**src/rtl/assert_macros.svh**
```systemverilog
// assertion macros shared by the rtl files
// no dependencies; included inside module bodies
`ifndef ASSERT_MACROS_SVH
`define ASSERT_MACROS_SVH

// same-cycle implication, disabled while reset is asserted
`define ASSERT_IMPL(name, clk, rst_n, ante, cons) \
    name: assert property (@(posedge clk) disable iff (!rst_n) (ante) |-> (cons)) \
        else $error("implication check failed");

// next-cycle implication, disabled while reset is asserted
`define ASSERT_NEXT(name, clk, rst_n, ante, cons) \
    name: assert property (@(posedge clk) disable iff (!rst_n) (ante) |=> (cons)) \
        else $error("next-cycle check failed");

`endif

```
**src/rtl/psknn_dist.sv**
```systemverilog
// squared euclidean distance pipeline: abs difference, square, sum
// depends on nothing but its parameters
module psknn_dist #(
    parameter int COORD_BITS = 16,
    parameter int IDX_W      = 8,
    localparam int DIST_W    = 2 * COORD_BITS + 1
) (
    input  logic                         i_clk,
    input  logic                         i_rst_n,
    input  logic                         i_vld,
    input  logic [IDX_W-1:0]             i_idx,
    input  logic signed [COORD_BITS-1:0] i_px,
    input  logic signed [COORD_BITS-1:0] i_py,
    input  logic signed [COORD_BITS-1:0] i_qx,
    input  logic signed [COORD_BITS-1:0] i_qy,
    output logic                         o_vld,
    output logic [IDX_W-1:0]             o_idx,
    output logic [DIST_W-1:0]            o_dist,
    output logic                         o_busy
);

    localparam int CW1 = COORD_BITS + 1;
    localparam int SQW = 2 * COORD_BITS;

    logic signed [CW1-1:0]  w_dx;
    logic signed [CW1-1:0]  w_dy;
    logic signed [CW1-1:0]  w_adx;
    logic signed [CW1-1:0]  w_ady;
    logic                   r_v1, r_v2, r_v3;
    logic [IDX_W-1:0]       r_idx1, r_idx2, r_idx3;
    logic [COORD_BITS-1:0]  r_dx, r_dy;
    logic [SQW-1:0]         r_sqx, r_sqy;
    logic [DIST_W-1:0]      r_dist;

    always_comb begin
        w_dx  = CW1'(i_px) - CW1'(i_qx);
        w_dy  = CW1'(i_py) - CW1'(i_qy);
        w_adx = w_dx[CW1-1] ? -w_dx : w_dx;
        w_ady = w_dy[CW1-1] ? -w_dy : w_dy;
    end

    always_ff @(posedge i_clk) begin
        if (!i_rst_n) begin
            r_v1 <= 1'b0;
            r_v2 <= 1'b0;
            r_v3 <= 1'b0;
        end else begin
            r_v1 <= i_vld;
            r_v2 <= r_v1;
            r_v3 <= r_v2;
        end
    end

    always_ff @(posedge i_clk) begin
        r_idx1 <= i_idx;
        r_dx   <= w_adx[COORD_BITS-1:0];
        r_dy   <= w_ady[COORD_BITS-1:0];
        r_idx2 <= r_idx1;
        r_sqx  <= SQW'(r_dx) * SQW'(r_dx);
        r_sqy  <= SQW'(r_dy) * SQW'(r_dy);
        r_idx3 <= r_idx2;
        r_dist <= DIST_W'(r_sqx) + DIST_W'(r_sqy);
    end

    assign o_vld  = r_v3;
    assign o_idx  = r_idx3;
    assign o_dist = r_dist;
    assign o_busy = r_v1 | r_v2 | r_v3;

endmodule

```
**config.mk**
```make
export PLATFORM = sky130hd
export DESIGN_NAME = psknn_dist
export DESIGN_NICKNAME = d
export VERILOG_FILES = /design/src/rtl/assert_macros.svh /design/src/rtl/psknn_dist.sv
export SDC_FILE = /design/constraint.sdc
export NUM_CORES = 1
export LEC_CHECK = 0
export ABC_AREA = 1
export BUFFER_PORTS_ARGS = -buffer_cell sky130_fd_sc_hd__clkbuf_2
export CAP_MARGIN = 25
export CELL_PAD_IN_SITES_DETAIL_PLACEMENT = 1
export CELL_PAD_IN_SITES_GLOBAL_PLACEMENT = 1
export CORE_MARGIN = 1.5
export CORE_UTILIZATION = 52
export CTS_CLUSTER_DIAMETER = 50
export CTS_CLUSTER_SIZE = 28
export DETAILED_ROUTE_END_ITERATION = 10
export PLACE_DENSITY = 0.91
export SLEW_MARGIN = 20
export SYNTH_ARGS = -nofsm -noshare
export SYNTH_HDL_FRONTEND = slang
export SYNTH_SLANG_ARGS = --single-unit
```
**constraint.sdc**
```tcl
create_clock -name i_clk -period 9 [get_ports i_clk]
set_input_delay 1.8 -clock i_clk [delete_from_list [all_inputs] [get_ports i_clk]]
set_output_delay 1.8 -clock i_clk [all_outputs]
set_load 0.05 [all_outputs]
```
# Word level (Yosys, flattened, before mapping)
# Index checks and enable logic that the tools add are counted.
[word_totals]
reg_bits = 156
input_bits = 75
output_inout_bits = 43
wordCells = 22
[classes]
addsub = 5
n_mul = 2
n_mux = 2
bitwise = 2
[op_table]
columns = ["cell", "n"]
rows = [
  ["multiplier 16 x 16 -> 32 bit", 2],
  ["subtractor 16 x 16 -> 17 bit", 2],
  ["adder 32 x 32 -> 33 bit", 1],
  ["2-to-1 mux 16 bit", 2],
  ["negation 16 bit", 2],
  ["OR 1 bit", 2],
]

# Longest topological paths before layout
[depth]
ltp_word = 3
mapped_depth = 26
depth_no_buf = 24

# Worst setup path before layout
# No wires, ideal clock.
[synth_timing]
path_kind = "reg2reg"
from = "register r_dy[11]"
to = "register r_sqy[24]"
t_arrival_ns = 5.331
path_slack_ns = 3.597
path_stages_with_launch = 21
n_path_buf = 2
period_less_slack_ns = 5.403
cell_sequence = "dfxtp_1 clkbuf_1 clkbuf_1 nand2_1 fa_1 fa_1 inv_1 fa_1 fa_1 fa_1 inv_1 fa_1 inv_1 ha_1 a21oi_1 o21ai_0 a21oi_1 a21boi_1 inv_1 a21oi_1 xnor2_1"
[synth_via]
elab_chain_len = 1
[synth_rtl]
columns = ["element", "line_no", "text"]
rows = [
  ["start: declaration", "psknn_dist.sv:31", "logic [COORD_BITS-1:0] r_dx, r_dy;"],
  ["start signal: assignment", "psknn_dist.sv:57", "r_dy <= w_ady[COORD_BITS-1:0];"],
  ["multiplier 16 x 16 -> 32 bit", "psknn_dist.sv:60", "r_sqy <= SQW'(r_dy) * SQW'(r_dy);"],
  ["end signal: assignment", "psknn_dist.sv:60", ""],
  ["end: declaration", "psknn_dist.sv:32", "logic [SQW-1:0] r_sqx, r_sqy;"],
]
# Every way passes these cells.
# A chain may end at the register's enable or synchronous reset.

# Worst setup path after layout
[layout_timing]
from = "register r_dy[6]"
to = "register r_sqy[24]"
# The elaborated chain is that of the path after synthesis.

==> results.py <==
metrics = {
    "outcome": {
        "outcome": "finished clean",
    },
    "clock_network": {
        "clkTransAtPathRegs_ps": 80,
        "cts_resized": 0,
        "postCtsSetupRepairBufs": 0,
        "root_buffer": "clkbuf_16",
        "htreeDepth": 4,
        "cts-hold-fix-buffers": 0,
        "clk_latency_ps": 470,
        "cts.sinks": 154,
        "clockBufferDepth": 2,
        "cts_tree": "yes",
        "numCtsBuffers": 17,
    },
    "critical_path": {
        "critPathKind": "flip-flop to flip-flop",
        "cp.arrival_ps": 6820,
        "crit_path_end_kind": "flip-flop",
        "worstPathRequired_ps": 9380,
        "cp_max_fo": 16,
        "cp-start-kind": "flip-flop",
    },
    "route": {
        "first_iter_violations": 1049,
        "vias": 18660,
        "first_pass_iters": 5,
        "wl_per_cell_um": 19.53,
        "drt-total-wl_um": 67370,
        "ant_nets": 0,
        "vias_per_cell": 5.408,
        "drcViolationCount": 0,
    },
    "final_layout": {
        "drive_gt1_frac": 0.06767,
        "fin_cells": 3450,
        "fill_cells": 5241,
        "fin_util": 0.5668,
        "antenna_cells": 0,
        "area_growth_syn_to_layout_pct": 7.285,
        "layout.nets": 3564,
    },
    "global_routing": {
        "antenna_found_initial": 2,
        "grt_max_degree": 20,
        "grt_pass1_wl_um": 109800,
        "first_global_vias": 21820,
        "overflow": 0,
        "grt_util_all_layers": 0.3175,
    },
    "placement": {
        "hpwl_um": 54990,
        "dp_cells": 3418,
        "io_buffers": 117,
        "place_ws_ps": 2749,
        "globalplace.congestion": 0.8908,
    },
    "sta": {
        "tightest_slew_ps": 923.0,
        "finalMaxSlewViolations": 0,
        "finalWorstSetupSlack_ps": 2565,
        "fmax_ghz": 0.1554,
        "min_period_ps": 6435,
        "fin_tns_setup_ps": 0,
        "slew_headroom": 0.3838,
        "fin_skew_ps": 18.09,
        "grt_setup_unrepaired": "no",
        "finalHoldViolCount": 0,
        "period_share": 0.7150,
        "finalSetupViolCount": 0,
    },
    "logic_synthesis": {
        "avgSynthCellArea_um2": 7.880,
        "synth_warnings": 0,
        "synth_area_mm2": 0.02226,
        "synth-edff-count": 0,
        "synth_seq_area_share": 0.1385,
        "ys_ff_latch": 154,
        "yosysTopAreaCellShare": 0.2932,
        "synthFlopType": "dfxtp_1",
        "synth_top_cell_by_area": "fa_1",
        "synthCells": 2825,
        "synthTopCellsByArea": "fa_1, ha_1, dfxtp_1",
        "synthArstFlopShare": 0,
        "syn_nets": 3491,
        "synth_cell_type_count": 46,
    },
    "run": {
        "max_cap_violations": 0,
    },
    "min_path": {
        "hold_path_class": "flip-flop to flip-flop",
    },
    "die": {
        "ios": 118,
        "rows": 75,
        "initial_core_util": 0.5283,
        "die-area_mm2": 0.04406,
        "core_mm2": 0.04213,
        "die_x_um": 209.9,
        "dieHeight_um": 209.9,
    },
}
registers in the layout, indices dropped and copies added (netlist names):
name / count
r_v1: 1
r_sqx: 31
r_v2: 1
o_vld: 1
r_dx: 16
r_dy: 16
o_idx: 8
r_idx2: 8
o_dist: 33
r_idx1: 8
r_sqy: 31
cell usage after synthesis, types with 6 or more instances:
cell,count
xor2_1,93
a21oi_1,131
o21ai_0,53
nand4_1,18
a21o_1,15
nand2_2,13
nor3_1,23
o21bai_1,9
nor2_1,133
nand3_1,64
xnor2_1,40
dfxtp_1,154
ha_1,265
nand2_1,587
nand3_2,6
a31oi_1,12
o21ai_1,7
fa_1,326
inv_1,752
clkbuf_1,62
cells by family after synthesis:
logic type,after synthesis,synth area share
simple gates,865,0.1596
buf+inv,822,0.1393
fa+ha+maj,591,0.4421
compound gates,255,0.06453
flops,154,0.1385
xor+xnor,138,0.05598
metrics by stage:
stage | hold slack [ps] | area (um2)
2_1_floorplan | 309.6 | 22260
3_3_place_gp | 311.5 | 23270
3_5_place_dp | 313.5 | 23270
4_1_cts | 330.5 | 23880
5_1_grt | 339.8 | 23880
6_report | 330.5 | 23880
area by class of cell:
class	instances	area [um2]	area share
clock buffer	17	425.4	0.01781
clock inverter	15	183.9	0.007702
multi-input combinational	1849	16080	0.6732
timing repair buffer	118	593.1	0.02483
inverter	758	2845	0.1191
sequential	154	3083	0.1291
tap	539	674.4	0.02824
final timing paths:
kind | from | endpoint | slack, ps | cells after the start
worst max-delay path | r_dy[6]$_DFF_P_ | r_sqy[24]$_DFF_P_ | 2570 | 18
worst max register to register | r_dy[6]$_DFF_P_ | r_sqy[24]$_DFF_P_ | 2570 | 18
worst min register to register | r_idx2[0]$_DFF_P_ | o_idx[0]$_DFF_P_ | 330 | 0
worst min-delay path | r_idx2[0]$_DFF_P_ | o_idx[0]$_DFF_P_ | 330 | 0
per-layer routing:
layer | part of all wire | GRT usage | up-vias
met2 | 0.52 | 0.5890 | 597
li1 | - | - | 8552
met1 | 0.38 | 0.3473 | 9260
met4 | 0.053 | 0.1744 | 0
met5 | 0 | 0 | -
met3 | 0.045 | 0.04609 | 250
placed cells by master (no fill, tap or decap), types with 64 or more instances in the layout:
| cell type | count |
|---|---|
| xor2_1 | 93 |
| clkbuf_2 | 117 |
| nor2_1 | 133 |
| inv_1 | 752 |
| nand2_1 | 587 |
| a21oi_1 | 131 |
| ha_1 | 265 |
| nand3_1 | 64 |
| fa_1 | 326 |
| dfxtp_1 | 154 |
critical path: stages (launching register included):
cell and delay (ps):
dfxtp_1 910, nand2_1 290, fa_1 620, inv_1 70
fa_1 480, fa_1 510, fa_1 570, fa_1 600
inv_1 90, fa_1 480, inv_1 50, ha_1 340
a21oi_1 250, o21ai_0 150, a21oi_1 220, a21boi_1 270
inv_1 90, a21oi_1 190, xnor2_1 170
Power is left out: the tool's default activity adds up to more than one toggle a clock period on the data nets, which glitch-free logic cannot reach.
