**src/rtl/assert_macros.svh**
```systemverilog
// assertion macros shared by the rtl files
// no dependencies; included inside module bodies
`ifndef ASSERT_MACROS_SVH
`define ASSERT_MACROS_SVH

// same-cycle implication, disabled while reset is asserted
`define ASSERT_IMPL(name, clk, rst_n, ante, cons) \
    name: assert property (@(posedge clk) disable iff (!rst_n) (ante) |-> (cons)) \
        else $error("implication check failed");

// next-cycle implication, disabled while reset is asserted
`define ASSERT_NEXT(name, clk, rst_n, ante, cons) \
    name: assert property (@(posedge clk) disable iff (!rst_n) (ante) |=> (cons)) \
        else $error("next-cycle check failed");

`endif

```
**src/rtl/psknn_pkg.sv**
```systemverilog
// shared defaults and types for the point set k-nearest-neighbor block
// no dependencies
package psknn_pkg;

    localparam int MAX_POINTS_DEF    = 256;
    localparam int MAX_NEIGHBORS_DEF = 16;
    localparam int COORD_BITS_DEF    = 16;

    // control from the sequencer to the neighbor list
    typedef struct packed {
        logic clear;
        logic ins;
    } t_list_ctl;

endpackage

```
**src/rtl/psknn_list.sv**
```systemverilog
// sorted neighbor list: parallel insertion of one candidate per cycle
// depends on psknn_pkg and assert_macros.svh
module psknn_list #(
    parameter int SLOTS  = 16,
    parameter int IDX_W  = 8,
    parameter int DIST_W = 33,
    parameter int SEL_W  = 4
) (
    input  logic                 i_clk,
    input  logic                 i_rst_n,
    input  psknn_pkg::t_list_ctl i_ctl,
    input  logic [IDX_W-1:0]     i_idx,
    input  logic [DIST_W-1:0]    i_dist,
    input  logic [SEL_W-1:0]     i_rd_sel,
    output logic                 o_rd_vld,
    output logic [IDX_W-1:0]     o_rd_idx,
    output logic [DIST_W-1:0]    o_rd_dist
);
    import psknn_pkg::*;
    `include "assert_macros.svh"

    logic [SLOTS-1:0]  r_vld;
    logic [IDX_W-1:0]  r_idx  [SLOTS];
    logic [DIST_W-1:0] r_dist [SLOTS];
    logic [SLOTS-1:0]  w_lt;
    logic [SLOTS:0]    w_vld_inc;

    // an empty slot counts as farther than any candidate; equal keeps the older entry
    always_comb begin
        for (int j = 0; j < SLOTS; j++) begin
            w_lt[j] = !r_vld[j] || (i_dist < r_dist[j]);
        end
    end

    always_ff @(posedge i_clk) begin
        if (!i_rst_n || i_ctl.clear) begin
            r_vld <= '0;
        end else if (i_ctl.ins) begin
            if (w_lt[0]) begin
                r_vld[0] <= 1'b1;
            end
            for (int j = 1; j < SLOTS; j++) begin
                if (w_lt[j]) begin
                    r_vld[j] <= !w_lt[j-1] || r_vld[j-1];
                end
            end
        end
    end

    always_ff @(posedge i_clk) begin
        if (i_ctl.ins) begin
            if (w_lt[0]) begin
                r_idx[0]  <= i_idx;
                r_dist[0] <= i_dist;
            end
            for (int j = 1; j < SLOTS; j++) begin
                if (w_lt[j]) begin
                    if (!w_lt[j-1]) begin
                        r_idx[j]  <= i_idx;
                        r_dist[j] <= i_dist;
                    end else begin
                        r_idx[j]  <= r_idx[j-1];
                        r_dist[j] <= r_dist[j-1];
                    end
                end
            end
        end
    end

    assign o_rd_vld  = r_vld[i_rd_sel];
    assign o_rd_idx  = r_idx[i_rd_sel];
    assign o_rd_dist = r_dist[i_rd_sel];

    assign w_vld_inc = {1'b0, r_vld} + (SLOTS+1)'(1);

    // filled slots always form a prefix of the list
    `ASSERT_IMPL(a_fill_prefix, i_clk, i_rst_n, 1'b1, $onehot0(w_vld_inc))
    // filled slots stay in non-decreasing distance order
    for (genvar g = 0; g < SLOTS - 1; g++) begin : g_order
        `ASSERT_IMPL(a_sorted, i_clk, i_rst_n, r_vld[g+1], r_dist[g] <= r_dist[g+1])
    end

endmodule

```
**config.mk**
```make
export PLATFORM = sky130hd
export DESIGN_NAME = psknn_list
export DESIGN_NICKNAME = d
export VERILOG_FILES = /design/src/rtl/psknn_pkg.sv /design/src/rtl/psknn_list.sv
export VERILOG_INCLUDE_DIRS = /design/src /design/src/rtl
export SDC_FILE = /design/constraint.sdc
export NUM_CORES = 2
export LEC_CHECK = 0
export BUFFER_PORTS_ARGS = -buffer_cell sky130_fd_sc_hd__buf_2
export CAP_MARGIN = 20
export CORE_ASPECT_RATIO = 1.5
export CORE_MARGIN = 3
export CORE_UTILIZATION = 45
export DETAILED_ROUTE_END_ITERATION = 8
export SYNTH_ARGS = -nofsm -noshare
export SYNTH_HDL_FRONTEND = slang
export SYNTH_SLANG_ARGS = --single-unit
```
**constraint.sdc**
```tcl
create_clock -name i_clk -period 13 [get_ports i_clk]
set_clock_uncertainty 0.05 [all_clocks]
set_input_delay 2.6 -clock i_clk [delete_from_list [all_inputs] [get_ports i_clk]]
set_output_delay 2.6 -clock i_clk [all_outputs]
set_load 0.005 [all_outputs]
```
; ---- Yosys cells after proc, flatten, opt, wreduce, memory -nomap -nowiden
; Memories as Yosys holds them, arrays and structs flattened.
; Index checks and enable logic that the tools add are counted.
[totals]
ff_bits = 16
ram_bits = 656
inputBits = 49
word_cells = 299
mem_count = 2
[memory_table]
columns = memory, depth, word_bits, read_ports, rd_ports_with_merged_regs, write_ports, line_no
row1 = r_dist, 16, 33, 17, 0, 16, psknn_list.sv:24  ; logic [DIST_W-1:0] r_dist [SLOTS];
row2 = r_idx, 16, 8, 16, 0, 16, psknn_list.sv:23  ; logic [IDX_W-1:0] r_idx [SLOTS];
[op_classes]
order_cmp = 17
muxes = 154
bitwise = 30
reduce_logical = 80
[op_table]
columns = operator, count
row1 = less-than comparator 33 bit, 16
row2 = 2-to-1 mux 33 bit, 15
row3 = 2-to-1 mux 1 bit, 123
row4 = 2-to-1 mux 8 bit, 15
row5 = zero test 1 bit, 32
row6 = logical OR 1 bit, 32
row7 = AND reduction 2 bit, 16
row8 = OR 1 bit, 30
row9 = less-than comparator 4 x 5 -> 1 bit (second input constant), 1
row10 = binary-select mux 1 bit (select 4 bit), 1

; ---- Longest topological paths before layout
[logic_depth]
word_depth = 7
depth_mapped = 12

; ---- Worst setup path before layout
; No wires, ideal clock.
[synth_path]
path_type = input to output
start = in i_rd_sel[0]
end = out o_rd_dist[20]
arrival_ns = 4.641
path_slack_ns = 5.709
cell_stages = 5
cell_sequence = clkbuf_1 -> buf_2 -> buf_1 -> mux4_2 -> mux4_2
[synth_between]
elab_chain_len = 1
[synth_lines]
columns = item, line_no
row1 = "start, declared", psknn_list.sv:14  ; input logic [SEL_W-1:0] i_rd_sel,
row2 = memory read (16 x 33 bit), -
row3 = "end, declared", psknn_list.sv:17  ; output logic [DIST_W-1:0] o_rd_dist
; No other way between the ends.

; ---- Worst setup path after layout
[layout_path]
start = in i_rd_sel[0]
end = out o_rd_dist[18]
; The elaborated chain is that of the path after synthesis.

==> results.py <==
metrics = {
    "status": {
        "status": "finished clean",
    },
    "yosys": {
        "seq_area_frac_synth": 0.4352,
        "async_reset_ff_frac": 0,
        "syn_inst": 3542,
        "synth_area_um2": 46000,
        "syn_area_per_cell_um2": 12.99,
        "synth_edf_count": 656,
        "syn_nets": 4103,
        "yosys_most_used_dff": "edfxtp_1",
        "ys.warnings.count": 0,
        "ys_seq_elements": 672,
        "synth_cell_types": 61,
    },
    "global_route": {
        "busiest_layer": "met2",
        "use_met1": 0.3609,
        "grt_overflow_total": 0,
        "grt_pass1_vias": 31460,
        "antenna_found_initial": 4,
        "use_met2": 0.5113,
        "grt_max_degree": 81,
        "grt_use_met3": 0.03743,
        "grt_pass1_wl_um": 225800,
        "grtUsageTotal": 0.2983,
    },
    "detailed_routing": {
        "wire_per_inst_um": 31.95,
        "routed_wirelength_um": 159100,
        "antenna_left": 0,
        "drt-pass1-iter-count": 7,
        "vias": 31510,
        "vias_per_cell": 6.329,
        "first_iter_violations": 3188,
        "drc_errors": 0,
    },
    "hold_path": {
        "hold_path_depth": 2,
        "hold_path.class": "reg2reg",
    },
    "clocking": {
        "post-cts-setup-buffers": 0,
        "htree_levels": 3,
        "clock_path_buffers": 3,
        "clock_sinks": 672,
        "cts_buffers": 74,
        "clk_pin_slew_ps": 70,
        "clk_latency_ps": 680,
        "ctsHoldBuffers": 0,
        "cts-root-buf": "clkbuf_16",
        "cts_resized": 0,
        "cts_tree": "built",
    },
    "timing": {
        "rsz0062_at_grt": "no",
        "period_minus_slack_ps": 8223,
        "setup_viol": 0,
        "final.setup.tns_ps": 0,
        "period_share": 0.6325,
        "hold_viol": 0,
        "maxSlewHeadroom": 0.1435,
        "tightest_slew_ps": 1266,
        "report.final.slew_viol_count": 0,
        "max_freq_mhz": 121.6,
    },
    "final_layout": {
        "fin_cells": 4979,
        "drive_gt1_frac": 0.3009,
        "register_area_um2": 20020,
        "fin_nets": 4169,
        "num-fill-cells": 8862,
        "area_growth_pct": 9.219,
        "fin_area_um2": 50240,
        "multiInputGateArea_um2": 23350,
    },
    "setup_path": {
        "cp_data_arrival_time_ps": 5570,
        "r2r.worst_path.cells": 10,
        "crit_path_end_kind": "output port",
        "start_kind": "input pin",
        "path_class": "in2out",
        "crit_required_ps": 10350,
        "path_max_fanout": 80,
    },
    "power": {
        "powerDensity_nw_per_um2": 123.4,
        "internal_power_mw": 4.324,
        "leakage_nw": 20.92,
        "ir_drop_mv": 0.08443,
        "p_seq_frac": 0.452,
        "p_sw_mw": 1.877,
        "power_frac_comb": 0.209,
        "p_clk_frac": 0.339,
        "swShare": 0.3028,
    },
    "floorplanning": {
        "num_rows": 143,
        "initial_core_util": 0.4534,
        "die_area_um2": 106200,
        "die_h_um": 397.6,
        "die_x_um": 267.0,
        "coreArea_um2": 101400,
        "io_pins": 91,
    },
    "place": {
        "hpwl_um": 106700,
        "place_inst": 4834,
        "numPortBuffers": 90,
        "place.gp.congestion": 0.9135,
        "postPlaceCellArea_um2": 47870,
    },
    "flow_run": {
        "drv_cap": 0,
    },
}
-- power groups by stage --
stage / clock (mW) / sequential (mW) / combinational, mW
2_1_floorplan: 0 / 2.74 / 0.862
3_3_place_gp: 0 / 2.84 / 1.26
3_5_place_dp: 0 / 2.84 / 1.28
4_1_cts: 2.13 / 2.80 / 1.29
5_1_grt: 2.21 / 2.81 / 1.40
6_report: 2.10 / 2.80 / 1.29
-- synthesized netlist by cell type (3+ instances only) --
master	n	share of area
a221oi_1	11	0.0021
a41oi_1	4	0.00076
ha_1	512	0.14
a2111oi_0	9	0.0017
a31oi_1	3	0.00041
edfxtp_1	656	0.43
a21boi_0	9	0.0015
mux2_1	16	0.0039
o31ai_1	3	0.00049
a21oi_1	222	0.024
nor2b_1	9	0.0012
mux2_2	518	0.13
buf_1	18	0.0015
clkbuf_1	74	0.0060
mux2_4	80	0.026
o211ai_1	4	0.00065
and3_1	8	0.0011
mux4_2	210	0.10
nand3_1	68	0.0074
nor4_1	14	0.0019
nand2_1	108	0.0088
and2_1	3	0.00041
a22oi_1	3	0.00049
a211oi_1	9	0.0015
o41ai_1	8	0.0015
buf_6	14	0.0034
and4_1	13	0.0025
or3_1	10	0.0014
buf_4	9	0.0015
nor2_1	46	0.0038
buf_12	4	0.0017
nand4_1	89	0.012
a21o_1	68	0.011
inv_1	529	0.043
dfxtp_1	16	0.0070
a211o_1	4	0.00076
buf_2	38	0.0041
nor3_1	9	0.00098
o21ai_1	4	0.00044
o21ai_0	73	0.0079
nor4bb_1	6	0.0013
a22o_1	6	0.0011
-- layout by cell type (no fill, tap or decap), types with 5 or more instances in the layout --
cell type / instances
a21boi_0: 9
nor4_1: 13
a221oi_1: 11
o21ai_0: 73
inv_1: 529
diode_2: 5
o41ai_1: 8
nand4_1: 89
nor2_1: 44
mux2_4: 80
nor2b_1: 8
mux4_2: 210
mux2_1: 16
or3_1: 10
nand3_1: 67
dfxtp_1: 16
a2111oi_0: 8
buf_2: 88
a21oi_1: 216
and3_1: 7
a21oi_4: 8
clkbuf_16: 74
and4_1: 13
clkbuf_1: 18
clkinv_2: 13
a22o_1: 6
a21o_1: 68
ha_1: 512
buf_4: 55
nor3_1: 9
a211oi_1: 9
edfxtp_1: 656
mux2_2: 518
nand2_2: 8
clkinv_1: 11
nand2_1: 99
-- state kept, by name (all words and copies together) (netlist names) --
signal and flops:
r_dist 528, r_idx 128, r_vld 16
-- kinds of logic after synthesis --
kind of cell,Yosys count,synth area share
buffers and inverters,688,0.06172
multiplexers,825,0.2599
AO/OA/AOI/OAI,453,0.05955
flip-flops,672,0.4352
adder cells (fa/ha/maj),512,0.1393
AND/OR/NAND/NOR,392,0.04431
-- per-layer routing --
metal	vias up	routed length (µm)
met2	1375	78500
met4	0	10670
li1	13590	-
met5	-	0
met1	16190	59990
met3	354	9908
-- through the flow --
step | worst slack [ps] | utilization | hold slack (ps) | total power, mW
detailed placement | 4685 | 0.4719 | 436.6 | 4.121
floorplan | 5709 | - | 394.2 | 3.600
global route | 4506 | 0.4951 | 480.3 | 6.418
global placement | 4718 | 0.4718 | 439.2 | 4.099
finish | 4777 | 0.4952 | 462.6 | 6.201
CTS | 4677 | 0.4948 | 445.5 | 6.217
-- final timing paths --
kind                              startpoint            end  slack [ps]
worst max-delay path             i_rd_sel[0]  o_rd_dist[18]        4780
worst min-delay path                r_vld[5]       r_vld[6]         460
worst max register to register  r_dist[6][3]  r_dist[6][14]        7710
worst min register to register      r_vld[5]       r_vld[6]         460
-- worst max-delay path, cell delays in order --
cell,delay [ps]
buf_8,700
buf_4,840
mux4_2,610
mux4_2,530
buf_2,160
-- final cells by class --
| cell class | count | area share |
|---|---|---|
| Sequential cell | 672 | 0.3985 |
| Tap cell | 1305 | 0.03250 |
| Inverter | 531 | 0.03978 |
| Timing Repair Buffer | 147 | 0.01791 |
| Clock buffer | 95 | 0.03903 |
| Clock inverter | 42 | 0.007273 |
| Antenna cell | 5 | 0.0002491 |
| Multi-Input combinational cell | 2182 | 0.4648 |
Power figures use the tool's default switching activity.
